$ cat config.mk
export PLATFORM = sky130hd
export DESIGN_NAME = mandelbrot_escape_pixel_unit
export DESIGN_NICKNAME = d
export VERILOG_FILES = /design/src/design/mep_pkg.sv /design/src/design/mep_div.sv /design/src/design/mep_datapath.sv /design/src/design/mep_ctrl.sv /design/src/design/mandelbrot_escape_pixel_unit.sv
export VERILOG_INCLUDE_DIRS = /design/src /design/src/design
export SDC_FILE = /design/constraint.sdc
export NUM_CORES = 2
export LEC_CHECK = 0
export BUFFER_PORTS_ARGS = -buffer_cell sky130_fd_sc_hd__buf_2
export CAP_MARGIN = 30
export CORE_MARGIN = 2
export CORE_UTILIZATION = 48
export CTS_CLUSTER_DIAMETER = 120
export CTS_CLUSTER_SIZE = 10
export DETAILED_ROUTE_END_ITERATION = 10
export SLEW_MARGIN = 15
export SYNTH_ARGS = -nofsm -noshare
export SYNTH_HDL_FRONTEND = slang
export SYNTH_SLANG_ARGS = --single-unit
$ cat constraint.sdc
create_clock -name clk -period 12.7 [get_ports clk]
set_input_delay 0.635 -clock clk [delete_from_list [all_inputs] [get_ports clk]]
set_output_delay 0.635 -clock clk [all_outputs]
set_load 0.05 [all_outputs]
$ cat src/design/mandelbrot_escape_pixel_unit_defines.svh
// assertion macros for the mandelbrot escape pixel unit
`ifndef MANDELBROT_ESCAPE_PIXEL_UNIT_DEFINES_SVH
`define MANDELBROT_ESCAPE_PIXEL_UNIT_DEFINES_SVH

// same-cycle implication under reset
`define MEP_ASSERT_IMPL(label, ante, cons) \
  label: assert property (@(posedge clk) disable iff (!rst_n) (ante) |-> (cons)) \
    else $error("mep assertion failed");

// next-cycle implication under reset
`define MEP_ASSERT_NEXT(label, ante, cons) \
  label: assert property (@(posedge clk) disable iff (!rst_n) (ante) |=> (cons)) \
    else $error("mep assertion failed");

`endif

$ cat src/design/mep_pkg.sv
// shared constants, types and codes for the mandelbrot escape pixel unit
package mep_pkg;

  localparam int FRAC_BITS = 28;
  localparam int DIM_BITS  = 12;
  localparam int ITER_BITS = 12;

  // fixed widths of the configuration data and register index fields
  localparam int CFG_W = 13;
  localparam int IDX_W = 2;

  // z components: sign, 4 integer bits, fraction
  localparam int Z_W   = FRAC_BITS + 5;
  // magnitudes fed to the shared multiplier
  localparam int MAG_W = Z_W - 1;
  // truncated product magnitude and signed product
  localparam int T_W   = 2 * MAG_W - FRAC_BITS;
  localparam int P_W   = T_W + 1;
  // divider widths
  localparam int NUM_W = FRAC_BITS + DIM_BITS + 2;
  localparam int DEN_W = CFG_W;
  localparam int Q_W   = FRAC_BITS + 2;
  localparam int STEP_W = $clog2(NUM_W + 1);
  localparam int CNT_W = ITER_BITS + 1;

  localparam logic [IDX_W-1:0] REG_WIDTH  = 2'd0;
  localparam logic [IDX_W-1:0] REG_HEIGHT = 2'd1;
  localparam logic [IDX_W-1:0] REG_LIMIT  = 2'd2;

  typedef enum logic [1:0] {DIV_X, DIV_Y, DIV_SCALE} div_sel_t;
  typedef enum logic [1:0] {MUL_RR, MUL_II, MUL_RI} mul_sel_t;

  typedef enum logic [3:0] {
    ST_IDLE, ST_DX, ST_DXW, ST_DY, ST_DYW, ST_IR, ST_II, ST_RI, ST_UP,
    ST_SC, ST_SCW, ST_FIN
  } state_t;

  typedef struct packed {
    logic     load;
    logic     div_start;
    div_sel_t div_sel;
    logic     mul_en;
    mul_sel_t mul_sel;
    logic     store_x;
    logic     store_y;
    logic     z_update;
    logic     out_load;
  } cmd_t;

  typedef struct packed {
    logic div_done;
    logic escape;
    logic count_full;
  } status_t;

endpackage

$ cat src/design/mep_div.sv
// restoring divider, one quotient bit per cycle
module mep_div import mep_pkg::*; (
  input  logic             clk,
  input  logic             rst_n,
  input  logic             start,
  input  logic [NUM_W-1:0] num,
  input  logic [DEN_W-1:0] den,
  output logic             done,
  output logic [NUM_W-1:0] quot
);

  logic [NUM_W-1:0]  quot_r;
  logic [DEN_W-1:0]  rem_r, den_r;
  logic [STEP_W-1:0] step_r;
  logic              busy_r, done_r;
  logic [DEN_W:0]    shifted;
  logic              fits;

  // one restoring step
  assign shifted = {rem_r, quot_r[NUM_W-1]};
  assign fits    = shifted >= {1'b0, den_r};

  always_ff @(posedge clk) begin
    if (!rst_n) begin
      busy_r <= 1'b0;
      done_r <= 1'b0;
      step_r <= '0;
    end else begin
      done_r <= 1'b0;
      if (start) begin
        busy_r <= 1'b1;
        step_r <= STEP_W'(NUM_W);
      end else if (busy_r) begin
        step_r <= step_r - 1'b1;
        if (step_r == STEP_W'(1)) begin
          busy_r <= 1'b0;
          done_r <= 1'b1;
        end
      end
    end
  end

  // datapath of the divider
  always_ff @(posedge clk) begin
    if (start) begin
      quot_r <= num;
      den_r  <= den;
      rem_r  <= '0;
    end else if (busy_r) begin
      rem_r  <= fits ? DEN_W'(shifted - {1'b0, den_r}) : shifted[DEN_W-1:0];
      quot_r <= {quot_r[NUM_W-2:0], fits};
    end
  end

  assign done = done_r;
  assign quot = quot_r;

endmodule

$ cat src/design/mep_datapath.sv
// registers, multiplier and divider of the escape-time computation
module mep_datapath import mep_pkg::*; (
  input  logic                clk,
  input  logic                rst_n,
  input  logic                cfg_we,
  input  logic [IDX_W-1:0]    cfg_index,
  input  logic [CFG_W-1:0]    cfg_wdata,
  input  logic [DIM_BITS-1:0] in_pixel_column,
  input  logic [DIM_BITS-1:0] in_pixel_row,
  input  cmd_t                cmd,
  output status_t             status,
  output logic [7:0]          out_gray_level
);

  localparam logic [CFG_W-1:0] DIM_CAP  = CFG_W'(1 << DIM_BITS);
  localparam logic [CFG_W-1:0] ITER_CAP = CFG_W'(1 << ITER_BITS);
  localparam logic signed [Z_W-1:0] CR_BASE = -(Z_W'(2) <<< FRAC_BITS);
  localparam logic signed [Z_W-1:0] CI_BASE = -(Z_W'(3) <<< (FRAC_BITS - 1));
  localparam logic signed [P_W:0]   BOUND   = (P_W+1)'(4) <<< FRAC_BITS;

  logic [CFG_W-1:0] width_r, height_r, limit_r;
  logic [DIM_BITS-1:0] col_r, row_r;
  logic signed [Z_W-1:0] cr_r, ci_r, zr_r, zi_r;
  logic signed [P_W-1:0] rr_r, ii_r, ri_r;
  logic [CNT_W-1:0] count_r;
  logic [7:0] gray_r;
  logic div_done, escape, count_full;

  // configuration registers
  always_ff @(posedge clk) begin
    if (!rst_n) begin
      width_r  <= CFG_W'(640);
      height_r <= CFG_W'(480);
      limit_r  <= CFG_W'(256);
    end else if (cfg_we) begin
      unique case (cfg_index)
        REG_WIDTH:  width_r  <= cfg_wdata;
        REG_HEIGHT: height_r <= cfg_wdata;
        REG_LIMIT:  limit_r  <= cfg_wdata;
        default: ;
      endcase
    end
  end

  // saturated sizes and limit
  logic [CFG_W-1:0] wsat, hsat, lsat, size, sm1;
  logic [DIM_BITS-1:0] idx, idx_c;
  logic [DIM_BITS+1:0] idx3;
  logic small_w, small_h;
  assign wsat = (width_r > DIM_CAP) ? DIM_CAP : width_r;
  assign hsat = (height_r > DIM_CAP) ? DIM_CAP : height_r;
  assign lsat = (limit_r > ITER_CAP) ? ITER_CAP : limit_r;
  assign small_w = wsat <= CFG_W'(1);
  assign small_h = hsat <= CFG_W'(1);

  // divider operands
  assign size  = (cmd.div_sel == DIV_X) ? wsat : hsat;
  assign sm1   = size - 1'b1;
  assign idx   = (cmd.div_sel == DIV_X) ? col_r : row_r;
  assign idx_c = ({1'b0, idx} > sm1) ? sm1[DIM_BITS-1:0] : idx;
  assign idx3  = {1'b0, idx_c, 1'b0} + {2'b00, idx_c};

  logic [NUM_W-1:0] div_num, quot;
  logic [DEN_W-1:0] div_den;
  logic [CNT_W+7:0] scaled;
  assign scaled = {count_r, 8'd0} - {8'd0, count_r};

  always_comb begin
    if (cmd.div_sel == DIV_SCALE) begin
      div_num = NUM_W'(scaled);
      div_den = lsat;
    end else begin
      div_num = {idx3, {FRAC_BITS{1'b0}}};
      div_den = sm1;
    end
  end

  mep_div u_div (
    .clk   (clk),
    .rst_n (rst_n),
    .start (cmd.div_start),
    .num   (div_num),
    .den   (div_den),
    .done  (div_done),
    .quot  (quot)
  );

  // shared multiplier on magnitudes, truncated toward zero
  logic [MAG_W-1:0] zr_mag, zi_mag, zr2_mag, ma, mb;
  logic [2*MAG_W-1:0] prod;
  logic [T_W-1:0] trunc;
  logic neg;
  logic signed [P_W-1:0] sprod;
  logic signed [Z_W:0] zr2;
  assign zr2     = {zr_r, 1'b0};
  assign zr_mag  = zr_r[Z_W-1] ? MAG_W'(-zr_r) : MAG_W'(zr_r);
  assign zi_mag  = zi_r[Z_W-1] ? MAG_W'(-zi_r) : MAG_W'(zi_r);
  assign zr2_mag = zr2[Z_W] ? MAG_W'(-zr2) : MAG_W'(zr2);

  always_comb begin
    unique case (cmd.mul_sel)
      MUL_RR: begin ma = zr_mag;  mb = zr_mag; neg = 1'b0; end
      MUL_II: begin ma = zi_mag;  mb = zi_mag; neg = 1'b0; end
      MUL_RI: begin ma = zr2_mag; mb = zi_mag; neg = zr_r[Z_W-1] ^ zi_r[Z_W-1]; end
      default: begin ma = zr_mag; mb = zr_mag; neg = 1'b0; end
    endcase
  end

  assign prod  = ma * mb;
  assign trunc = prod[2*MAG_W-1:FRAC_BITS];
  assign sprod = neg ? -$signed({1'b0, trunc}) : $signed({1'b0, trunc});

  // escape test and iteration count
  logic signed [P_W:0] mag2;
  assign mag2       = {rr_r[P_W-1], rr_r} + {ii_r[P_W-1], ii_r};
  assign escape     = mag2 > BOUND;
  assign count_full = count_r >= lsat;
  assign status     = '{div_done: div_done, escape: escape, count_full: count_full};

  // point, orbit and product registers
  logic signed [P_W-1:0] nr, ni;
  assign nr = rr_r - ii_r + P_W'(cr_r);
  assign ni = ri_r + P_W'(ci_r);

  always_ff @(posedge clk) begin
    if (cmd.load) begin
      col_r   <= in_pixel_column;
      row_r   <= in_pixel_row;
      zr_r    <= '0;
      zi_r    <= '0;
      count_r <= '0;
    end
    if (cmd.store_x)
      cr_r <= CR_BASE + (small_w ? Z_W'(0) : Z_W'(quot[Q_W-1:0]));
    if (cmd.store_y)
      ci_r <= CI_BASE + (small_h ? Z_W'(0) : Z_W'(quot[Q_W-1:0]));
    if (cmd.mul_en) begin
      unique case (cmd.mul_sel)
        MUL_RR: rr_r <= sprod;
        MUL_II: ii_r <= sprod;
        MUL_RI: ri_r <= sprod;
        default: ;
      endcase
    end
    if (cmd.z_update) begin
      zr_r    <= nr[Z_W-1:0];
      zi_r    <= ni[Z_W-1:0];
      count_r <= count_r + 1'b1;
    end
    if (cmd.out_load)
      gray_r <= (lsat == '0) ? 8'd0 : quot[7:0];
  end

  assign out_gray_level = gray_r;

endmodule

$ cat src/design/mep_ctrl.sv
// sequencer for divisions, iterations and the result register
module mep_ctrl import mep_pkg::*; (
  input  logic    clk,
  input  logic    rst_n,
  input  logic    in_valid,
  output logic    in_stall,
  output logic    out_valid,
  input  logic    out_stall,
  input  status_t status,
  output cmd_t    cmd,
  output state_t  state
);

  state_t state_r, state_nxt;
  logic   out_valid_r, out_valid_nxt;
  logic   free;

  // result register may be written when empty or draining
  assign free = !out_valid_r || !out_stall;

  // next state
  always_comb begin
    state_nxt = state_r;
    unique case (state_r)
      ST_IDLE: if (in_valid) state_nxt = ST_DX;
      ST_DX:   state_nxt = ST_DXW;
      ST_DXW:  if (status.div_done) state_nxt = ST_DY;
      ST_DY:   state_nxt = ST_DYW;
      ST_DYW:  if (status.div_done) state_nxt = ST_IR;
      ST_IR:   state_nxt = status.count_full ? ST_SC : ST_II;
      ST_II:   state_nxt = ST_RI;
      ST_RI:   state_nxt = status.escape ? ST_SC : ST_UP;
      ST_UP:   state_nxt = ST_IR;
      ST_SC:   state_nxt = ST_SCW;
      ST_SCW:  if (status.div_done) state_nxt = ST_FIN;
      ST_FIN:  if (free) state_nxt = ST_IDLE;
      default: state_nxt = ST_IDLE;
    endcase
  end

  // commands to the datapath
  always_comb begin
    cmd = '0;
    cmd.div_sel = DIV_X;
    cmd.mul_sel = MUL_RR;
    unique case (state_r)
      ST_IDLE: cmd.load = in_valid;
      ST_DX:   cmd.div_start = 1'b1;
      ST_DXW:  cmd.store_x = status.div_done;
      ST_DY:   begin cmd.div_start = 1'b1; cmd.div_sel = DIV_Y; end
      ST_DYW:  begin cmd.div_sel = DIV_Y; cmd.store_y = status.div_done; end
      ST_IR:   cmd.mul_en = !status.count_full;
      ST_II:   begin cmd.mul_en = 1'b1; cmd.mul_sel = MUL_II; end
      ST_RI:   begin cmd.mul_en = !status.escape; cmd.mul_sel = MUL_RI; end
      ST_UP:   cmd.z_update = 1'b1;
      ST_SC:   begin cmd.div_start = 1'b1; cmd.div_sel = DIV_SCALE; end
      ST_SCW:  cmd.div_sel = DIV_SCALE;
      ST_FIN:  begin cmd.div_sel = DIV_SCALE; cmd.out_load = free; end
      default: ;
    endcase
  end

  // result valid flag
  always_comb begin
    out_valid_nxt = out_valid_r;
    if (out_valid_r && !out_stall) out_valid_nxt = 1'b0;
    if (cmd.out_load) out_valid_nxt = 1'b1;
  end

  always_ff @(posedge clk) begin
    if (!rst_n) begin
      state_r     <= ST_IDLE;
      out_valid_r <= 1'b0;
    end else begin
      state_r     <= state_nxt;
      out_valid_r <= out_valid_nxt;
    end
  end

  assign in_stall  = state_r != ST_IDLE;
  assign out_valid = out_valid_r;
  assign state     = state_r;

endmodule

$ cat src/design/mandelbrot_escape_pixel_unit.sv
// top level of the mandelbrot escape pixel unit
// Usage:
//   in_valid/in_stall carries one request: in_pixel_column and in_pixel_row.
//   out_valid/out_stall returns one out_gray_level for every request, in order.
//   cfg_we/cfg_index/cfg_wdata writes image_width (0), image_height (1) and
//   iteration_limit (2); write only while no request is in flight.
// Timing:
//   one request at a time; in_stall is high from acceptance until the result
//   is written into the output register; the next request is taken in the following cycle.
//   the loop ends in ST_IR when the limit is reached and in ST_RI on escape;
//   each iteration runs ST_IR, ST_II, ST_RI and ST_UP on the single shared 32x32
//   multiplier, and each division (x, y and the final scaling) is a start state
//   and a wait state on the bit-serial restoring divider.
// Reset:
//   synchronous, active low; registers return to 640, 480 and 256, and the
//   output register is empty.
// Stall:
//   a finished result waits in the output register while out_stall is high;
//   a new request is taken meanwhile and waits at its end until the register
//   frees up.
`include "mandelbrot_escape_pixel_unit_defines.svh"
module mandelbrot_escape_pixel_unit import mep_pkg::*; (
  input  logic                clk,
  input  logic                rst_n,
  input  logic                cfg_we,
  input  logic [IDX_W-1:0]    cfg_index,
  input  logic [CFG_W-1:0]    cfg_wdata,
  input  logic                in_valid,
  output logic                in_stall,
  input  logic [DIM_BITS-1:0] in_pixel_column,
  input  logic [DIM_BITS-1:0] in_pixel_row,
  output logic                out_valid,
  input  logic                out_stall,
  output logic [7:0]          out_gray_level
);

  cmd_t    cmd;
  status_t status;
  state_t  state;

  mep_ctrl u_ctrl (
    .clk       (clk),
    .rst_n     (rst_n),
    .in_valid  (in_valid),
    .in_stall  (in_stall),
    .out_valid (out_valid),
    .out_stall (out_stall),
    .status    (status),
    .cmd       (cmd),
    .state     (state)
  );

  mep_datapath u_dp (
    .clk             (clk),
    .rst_n           (rst_n),
    .cfg_we          (cfg_we),
    .cfg_index       (cfg_index),
    .cfg_wdata       (cfg_wdata),
    .in_pixel_column (in_pixel_column),
    .in_pixel_row    (in_pixel_row),
    .cmd             (cmd),
    .status          (status),
    .out_gray_level  (out_gray_level)
  );

  // checks on the sequencing
  `MEP_ASSERT_NEXT(a_busy_after_accept, in_valid && !in_stall, in_stall)
  `MEP_ASSERT_IMPL(a_no_overwrite, cmd.out_load, !(out_valid && out_stall))
  `MEP_ASSERT_IMPL(a_done_when_waiting, status.div_done,
                   state == ST_DXW || state == ST_DYW || state == ST_SCW)

endmodule

== Yosys cells after proc, flatten, opt, wreduce, memory -nomap -nowiden ==
Index checks and enable logic that the tools add are counted.
Storage, ports and cells
  register bits: 404
  input port bits: 44
  output and inout port bits: 10
  word-level logic and storage cells: 152
Operators by class
  add/subtract/negate cells: 16
  $mul: 1
  order comparisons: 9
  equal/unequal tests: 22
  muxes and demuxes: 50
  bitwise logic cells: 3
  reduce and logical (&&, ||, !) cells: 28
Operators by type and width (number)
  32-bit 2-to-1 mux: 4
  42-bit 2-to-1 mux: 3
  13-bit 2-to-1 mux: 8
  33-bit 2-to-1 mux: 3
  32-bit negation: 3
  33-bit adder: 2
  33-bit adder, first input constant: 2
  32-bit by 32-bit multiplier with 64-bit output: 1
  32-bit case mux with 2 select lines: 1
  30-bit 2-to-1 mux: 2
  4-bit case mux with 12 select lines: 1
  13-bit > comparator, second input constant: 3
  37-bit by 37-bit adder with 38-bit output: 1
  38-bit by 32-bit > comparator with 1-bit output, second input constant: 1
  37-bit 2-to-1 mux: 1
  36-bit negation with 37-bit output: 1
  33-bit subtractor: 1
  13-bit by 1-bit <= comparator with 1-bit output, second input constant: 2
  12-bit 2-to-1 mux: 2
  4-bit 2-to-1 mux: 6
  21-bit by 13-bit subtractor with 21-bit output: 1
  4-bit by 3-bit == test with 1-bit output, second input constant: 4
  4-bit == test, second input constant: 4
  13-bit by 12-bit adder with 14-bit output: 1
  other kinds (32): 71

== Depth between registers and ports, before layout ==
  depth in word-level cells: 11
  gate-level depth with buffers: 43
  mapped depth without buffers: 40

== Modules after synthesis ==
Synthesis repeated with hierarchy kept, for this count alone.
Second synthesis, totals
  cell total of the unflattened synthesis: 6389
  area, all modules: 58601.2 µm²
By module, submodules not included
  mep_datapath: times used 1, cells each 6028, area each 54383.4 µm², seq. area each 9188.8 µm²
  mep_div: times used 1, cells each 289, area each 3721.1 µm², seq. area each 2072.0 µm²
  mep_ctrl: times used 1, cells each 72, area each 496.7 µm², seq. area each 100.1 µm²

== Worst setup path after synthesis ==
OpenSTA, ideal clock, no wires.
  path type: register to register
  start point: register u_ctrl.state_r[1], in the netlist u_ctrl.state[1]
  end point: register u_dp.ii_r[31], data pin
  library setup time: 0.271 ns
  data arrival time: 11.349 ns
  data required time: 12.429 ns
  setup slack: 1.080 ns
  stages on the path, launching flop included: 39
  buffers on the path: 6
  period minus slack after synthesis: 11.620 ns
  cell sequence: dfxtp_1 clkbuf_1 clkbuf_1 nand3_1 inv_1 ha_1 clkbuf_1 inv_1 nand2_1 clkbuf_1 a22o_1 and2_1 clkbuf_1 nand2_1 fa_1 inv_1 fa_1 fa_1 [... 3 more ...] fa_1 inv_1 fa_1 inv_1 ha_1 clkbuf_1 a21o_1 a21o_1 a21oi_1 o311ai_0 a2111oi_2 nor2_1 xor2_1 nor2_1 or4b_2 nor4_4 a31oi_1 xor2_1
Between the ends
  longest elaborated chain between the ends: 8
  elaborated cells on any way between the ends: 12
  those cells by class: add/sub: 1; mul: 1; eq/ne: 4; mux: 5; reduce/logical: 1
RTL lines
  start, declared: line mep_ctrl.sv:14  | state_t state_r, state_nxt;
  start signal, assigned: line mep_ctrl.sv:75  | state_r <= state_nxt;
  4-bit by 3-bit == test with 1-bit output: line mep_ctrl.sv:46  | unique case (state_r)
  2-bit case mux with 2 select lines (*): line mep_ctrl.sv:46
  2-bit by 1-bit == test with 1-bit output or 2-bit == test (tied branches): line mep_datapath.sv:101  | unique case (cmd.mul_sel)
  2-bit OR reduction (no line)
  32-bit 2-to-1 mux: line mep_datapath.sv:101
  32-bit by 32-bit multiplier with 64-bit output: line mep_datapath.sv:109  | assign prod = ma * mb;
  36-bit negation with 37-bit output: line mep_datapath.sv:111  | assign sprod = neg ? -$signed({1'b0, trunc}) : $signed({1'b0, trunc});
  37-bit 2-to-1 mux (*): line mep_datapath.sv:111
  via u_dp.sprod[31]: line mep_datapath.sv:93  | logic signed [P_W-1:0] sprod;
  end signal, assigned: line mep_datapath.sv:140  | MUL_II: ii_r <= sprod;
  end, declared: line mep_datapath.sv:24  | logic signed [P_W-1:0] rr_r, ii_r, ri_r;
Mark *: on every way through the listed nets, which the timed path passes. The rest lies on a longest branch.
A chain may end at the register's enable or synchronous reset.

== Worst setup path in the final report ==
  start point: register u_dp.zi_r[9]
  end point: register u_dp.ii_r[33], data pin
Between the ends
  longest elaborated chain between the ends: 6
  elaborated cells on any way between the ends: 7
  those cells by class: add/sub: 2; mul: 1; mux: 4
RTL lines
  start, declared: line mep_datapath.sv:23  | logic signed [Z_W-1:0] cr_r, ci_r, zr_r, zi_r;
  start signal, assigned: line mep_datapath.sv:147  | zi_r <= ni[Z_W-1:0];
  32-bit negation: line mep_datapath.sv:97  | assign zi_mag = zi_r[Z_W-1] ? MAG_W'(-zi_r) : MAG_W'(zi_r);
  32-bit 2-to-1 mux (*): line mep_datapath.sv:97
  32-bit case mux with 2 select lines or 32-bit 2-to-1 mux (tied branches): line mep_datapath.sv:101
  32-bit by 32-bit multiplier with 64-bit output (*): line mep_datapath.sv:109
  36-bit negation with 37-bit output: line mep_datapath.sv:111
  37-bit 2-to-1 mux (*): line mep_datapath.sv:111
  via u_dp.sprod[33]: line mep_datapath.sv:93
Marks and branches as above.

==> flow_summary.ini <==
[clock_network]
clk_pin_slew_ns = 0.06
clkSinkCount = 400
worst_skew_pair.late_latency_ns = 0.58
cts_tree = yes
cts_hold_repair.buffers = 0
h_tree_lvls = 2
cts_buffers = 45
clk_path_buf_depth = 3
ctsRootBufferMaster = sky130_fd_sc_hd__clkbuf_16

[sta]
relSlewSlack = 0.349
fmaxAchievable_mhz = 80.6
finClkSkew_ns = 0.0227
finalCriticalPeriod_ns = 12.41
final_setup_violating_endpoints = 0
final-hold-violation-count = 0
worst_pin_slew_ns = 0.977
finalHoldWorstSlack_ns = 0.238
report.final.slew_viol_count = 0
rsz0062_at_grt = true
post-route-period-util = 0.977

[critical_path]
critical_path.slowest_cell = sky130_fd_sc_hd__or4_1
critical_path.startpoint_type = flip-flop
critical_path_class = flip-flop to flip-flop
crit_arrival_ns = 12.76
worst-endpoint-required_ns = 13.05
crit_path_frequent_cell = sky130_fd_sc_hd__fa_1
timing.critical_path.fanout_max = 15
worst_setup_path_end_kind = flip-flop
ff2ff_path_depth = 38
worst_path_largest_cell_delay_ns = 0.59
reg2reg_slack_ns = 0.29

[route]
routed_wire_length_per_instance_um = 23.2
vias_per_cell = 5.59
drt.antenna.violating_nets = 0
via_count = 46500
detail_route.wirelength_um = 193000
dr.first_iter.drc_count = 3898
route.detailed.drc = 0
firstDrtPassIters = 5

[grt]
globalRoute.totalOverflow = 0
global_route.usage.total = 0.311
grt_pass1_vias = 48100
antenna_found_initial = 1
grt_pass1_wl_um = 298000
grt_start_max_net_pins = 127

[run_status]
status = complete, no violations

[placement]
gpl_wtd_cong = 1.01
io_buffers = 53
dpl_cell_area_mm2 = 0.0624
dp.final_hpwl_um = 161000

[worst_hold_path]
hp-class = primary input to flip-flop
worstHoldPathCells = 1

[floorplan]
ioPinCount = 54
design.die.area_mm2 = 0.126
placementRows = 128
floorplan.initialDensity = 0.485
die-width_um = 356
coreArea_mm2 = 0.122
fp.dieH_um = 356

[yosys]
post-synth-top-count-cell = sky130_fd_sc_hd__inv_1
synth.top_cells.by_count = 1182 x sky130_fd_sc_hd__inv_1, 931 x sky130_fd_sc_hd__fa_1, 809 x sky130_fd_sc_hd__nor2_1
mappedNetlistArea_mm2 = 0.0593
yosysSeqAreaShare = 0.192
yosys_register_bits = 400
syn_area_per_cell_um2 = 8.99
syn_inst = 6597
synth_top_area_cell = sky130_fd_sc_hd__fa_1
post_synth_edffs = 335
syn_nets = 8034
yosys.area.top_type_share = 0.314
leading_register_cell_type_out_of_synthesis = sky130_fd_sc_hd__edfxtp_1
yosysWarnings = 0
synth_async_sr_flop_share = 0
yosysUniqueCellTypes = 89
yosys-top-cells-area = sky130_fd_sc_hd__fa_1 31%, sky130_fd_sc_hd__edfxtp_1 17%, sky130_fd_sc_hd__ha_1 9.7%

[cells_and_area]
layout_cells_sized_above_1 = 0.0705
fin_nets = 8094
syn2layout_area_growth_pct = 7.87
finalInstanceArea_mm2 = 0.0640

[run]
max_cap_viols = 0
==> sequential cells by signal (all words and copies together), names as in the netlist, 4 cells and up <==
register	cells
u_dp.rr_r	37
u_ctrl.state	4
u_dp.u_div.quot	42
u_dp.width_r	13
u_dp.u_div.den_r	13
u_dp.ii_r	37
u_dp.ci_r	32
u_dp.row_r	12
u_dp.count_r	13
u_dp.u_div.step_r	6
u_dp.out_gray_level	8
u_dp.zi_r	33
u_dp.zr_r	33
u_dp.u_div.rem_r	13
u_dp.col_r	12
u_dp.ri_r	33
u_dp.cr_r	30
u_dp.limit_r	13
u_dp.height_r	13
==> worst paths after layout <==
kind                            from          endpoint
setup / recovery        u_dp.zi_r[9]     u_dp.ii_r[33]
hold reg to reg     u_dp.height_r[0]  u_dp.height_r[0]
hold / removal    in_pixel_column[0]     u_dp.col_r[0]
setup reg to reg        u_dp.zi_r[9]     u_dp.ii_r[33]
==> logic make-up (layout without fill, tap and decap cells) <==
family / count (synthesis) / in the layout / share of synthesized area
fa+ha+maj: 1394 / 1394 / 0.412
compound gates: 885 / 885 / 0.0978
mux: 44 / 44 / 0.00768
simple gates: 2166 / 2166 / 0.161
other cells: 0 / 3 / 0
xor+xnor: 247 / 247 / 0.0365
flops: 400 / 400 / 0.192
buf+inv: 1461 / 1545 / 0.0932
==> cell usage in the layout (no fill, tap or decap), types with 13 or more instances in the layout <==
| cell type | netlist | layout |
|---|---|---|
| sky130_fd_sc_hd__nand2_1 | 782 | 780 |
| sky130_fd_sc_hd__o21bai_1 | 33 | 33 |
| sky130_fd_sc_hd__ha_1 | 462 | 459 |
| sky130_fd_sc_hd__or3_1 | 26 | 25 |
| sky130_fd_sc_hd__clkbuf_16 | 0 | 46 |
| sky130_fd_sc_hd__buf_4 | 4 | 220 |
| sky130_fd_sc_hd__nand4_1 | 40 | 40 |
| sky130_fd_sc_hd__edfxtp_1 | 335 | 335 |
| sky130_fd_sc_hd__a22o_1 | 21 | 21 |
| sky130_fd_sc_hd__nand3_1 | 68 | 67 |
| sky130_fd_sc_hd__a22oi_1 | 16 | 13 |
| sky130_fd_sc_hd__mux2i_1 | 32 | 32 |
| sky130_fd_sc_hd__a31o_2 | 15 | 15 |
| sky130_fd_sc_hd__dfxtp_1 | 65 | 65 |
| sky130_fd_sc_hd__and3_1 | 40 | 40 |
| sky130_fd_sc_hd__nor3_1 | 80 | 77 |
| sky130_fd_sc_hd__or2_2 | 34 | 29 |
| sky130_fd_sc_hd__xor2_1 | 95 | 94 |
| sky130_fd_sc_hd__a31oi_1 | 37 | 37 |
| sky130_fd_sc_hd__buf_2 | 19 | 55 |
| sky130_fd_sc_hd__xnor2_1 | 152 | 149 |
| sky130_fd_sc_hd__a21oi_1 | 226 | 216 |
| sky130_fd_sc_hd__clkbuf_1 | 232 | 23 |
| sky130_fd_sc_hd__a211oi_1 | 36 | 34 |
| sky130_fd_sc_hd__and2_1 | 53 | 53 |
| sky130_fd_sc_hd__o21a_1 | 30 | 30 |
| sky130_fd_sc_hd__nor4_1 | 31 | 30 |
| sky130_fd_sc_hd__o21ai_0 | 174 | 170 |
| sky130_fd_sc_hd__nand2b_1 | 39 | 38 |
| sky130_fd_sc_hd__a21boi_0 | 49 | 48 |
| sky130_fd_sc_hd__a21o_1 | 73 | 71 |
| sky130_fd_sc_hd__inv_1 | 1182 | 1182 |
| sky130_fd_sc_hd__o211ai_1 | 18 | 18 |
| sky130_fd_sc_hd__fa_1 | 931 | 931 |
| sky130_fd_sc_hd__nor2b_1 | 91 | 91 |
| sky130_fd_sc_hd__o31ai_1 | 41 | 40 |
| sky130_fd_sc_hd__nor2_1 | 809 | 801 |
| sky130_fd_sc_hd__or4_1 | 15 | 14 |
==> through the flow <==
stage,TNS (ns),instances,worst slack [ns],util
6_report,0,8309,0.289,0.524
5_1_grt,-1.16,8306,-0.0984,0.523
4_1_cts,0,8284,0.0383,0.521
3_5_place_dp,0,8213,0.0119,0.510
3_3_place_gp,0,8199,0.0864,0.509
2_1_floorplan,0,6597,1.08,-
==> critical path, delay by kind of cell, from the launching register on <==
kind	cells	cell delay, ns
flip-flops	1	0.45
AO/OA/AOI/OAI	5	1.60
buffers and inverters	8	1.05
XOR/XNOR	3	0.80
AND/OR/NAND/NOR	13	3.81
adder cells (fa/ha/maj)	9	4.42
==> what timing repair did <==
action,CTS,global route
setup endpoints to repair,5,55
setup buffers,0,19
pin swaps,0,15
resized for setup,3,35
==> cell type report <==
class	instances	area [um2]
Inverter	1182	4440
Tap cell	1625	2030
Clock inverter	2	36.3
Antenna cell	3	7.51
Multi-Input combinational cell	4736	42700
Clock buffer	69	1240
Fill cell	11400	58200
Sequential cell	400	11400
Timing Repair Buffer	292	2180
==> layer usage <==
layer / vias up / routed length (um) / global-route usage
met3: 363 / 13800 / 0.0493
met4: 0 / 8370 / 0.111
met2: 1824 / 91900 / 0.525
met5: - / 0 / 0
li1: 21100 / - / -
met1: 23200 / 79100 / 0.406
Power is not shown: default switching activity piles up to over one toggle a cycle in this logic, so the estimate is an artifact.
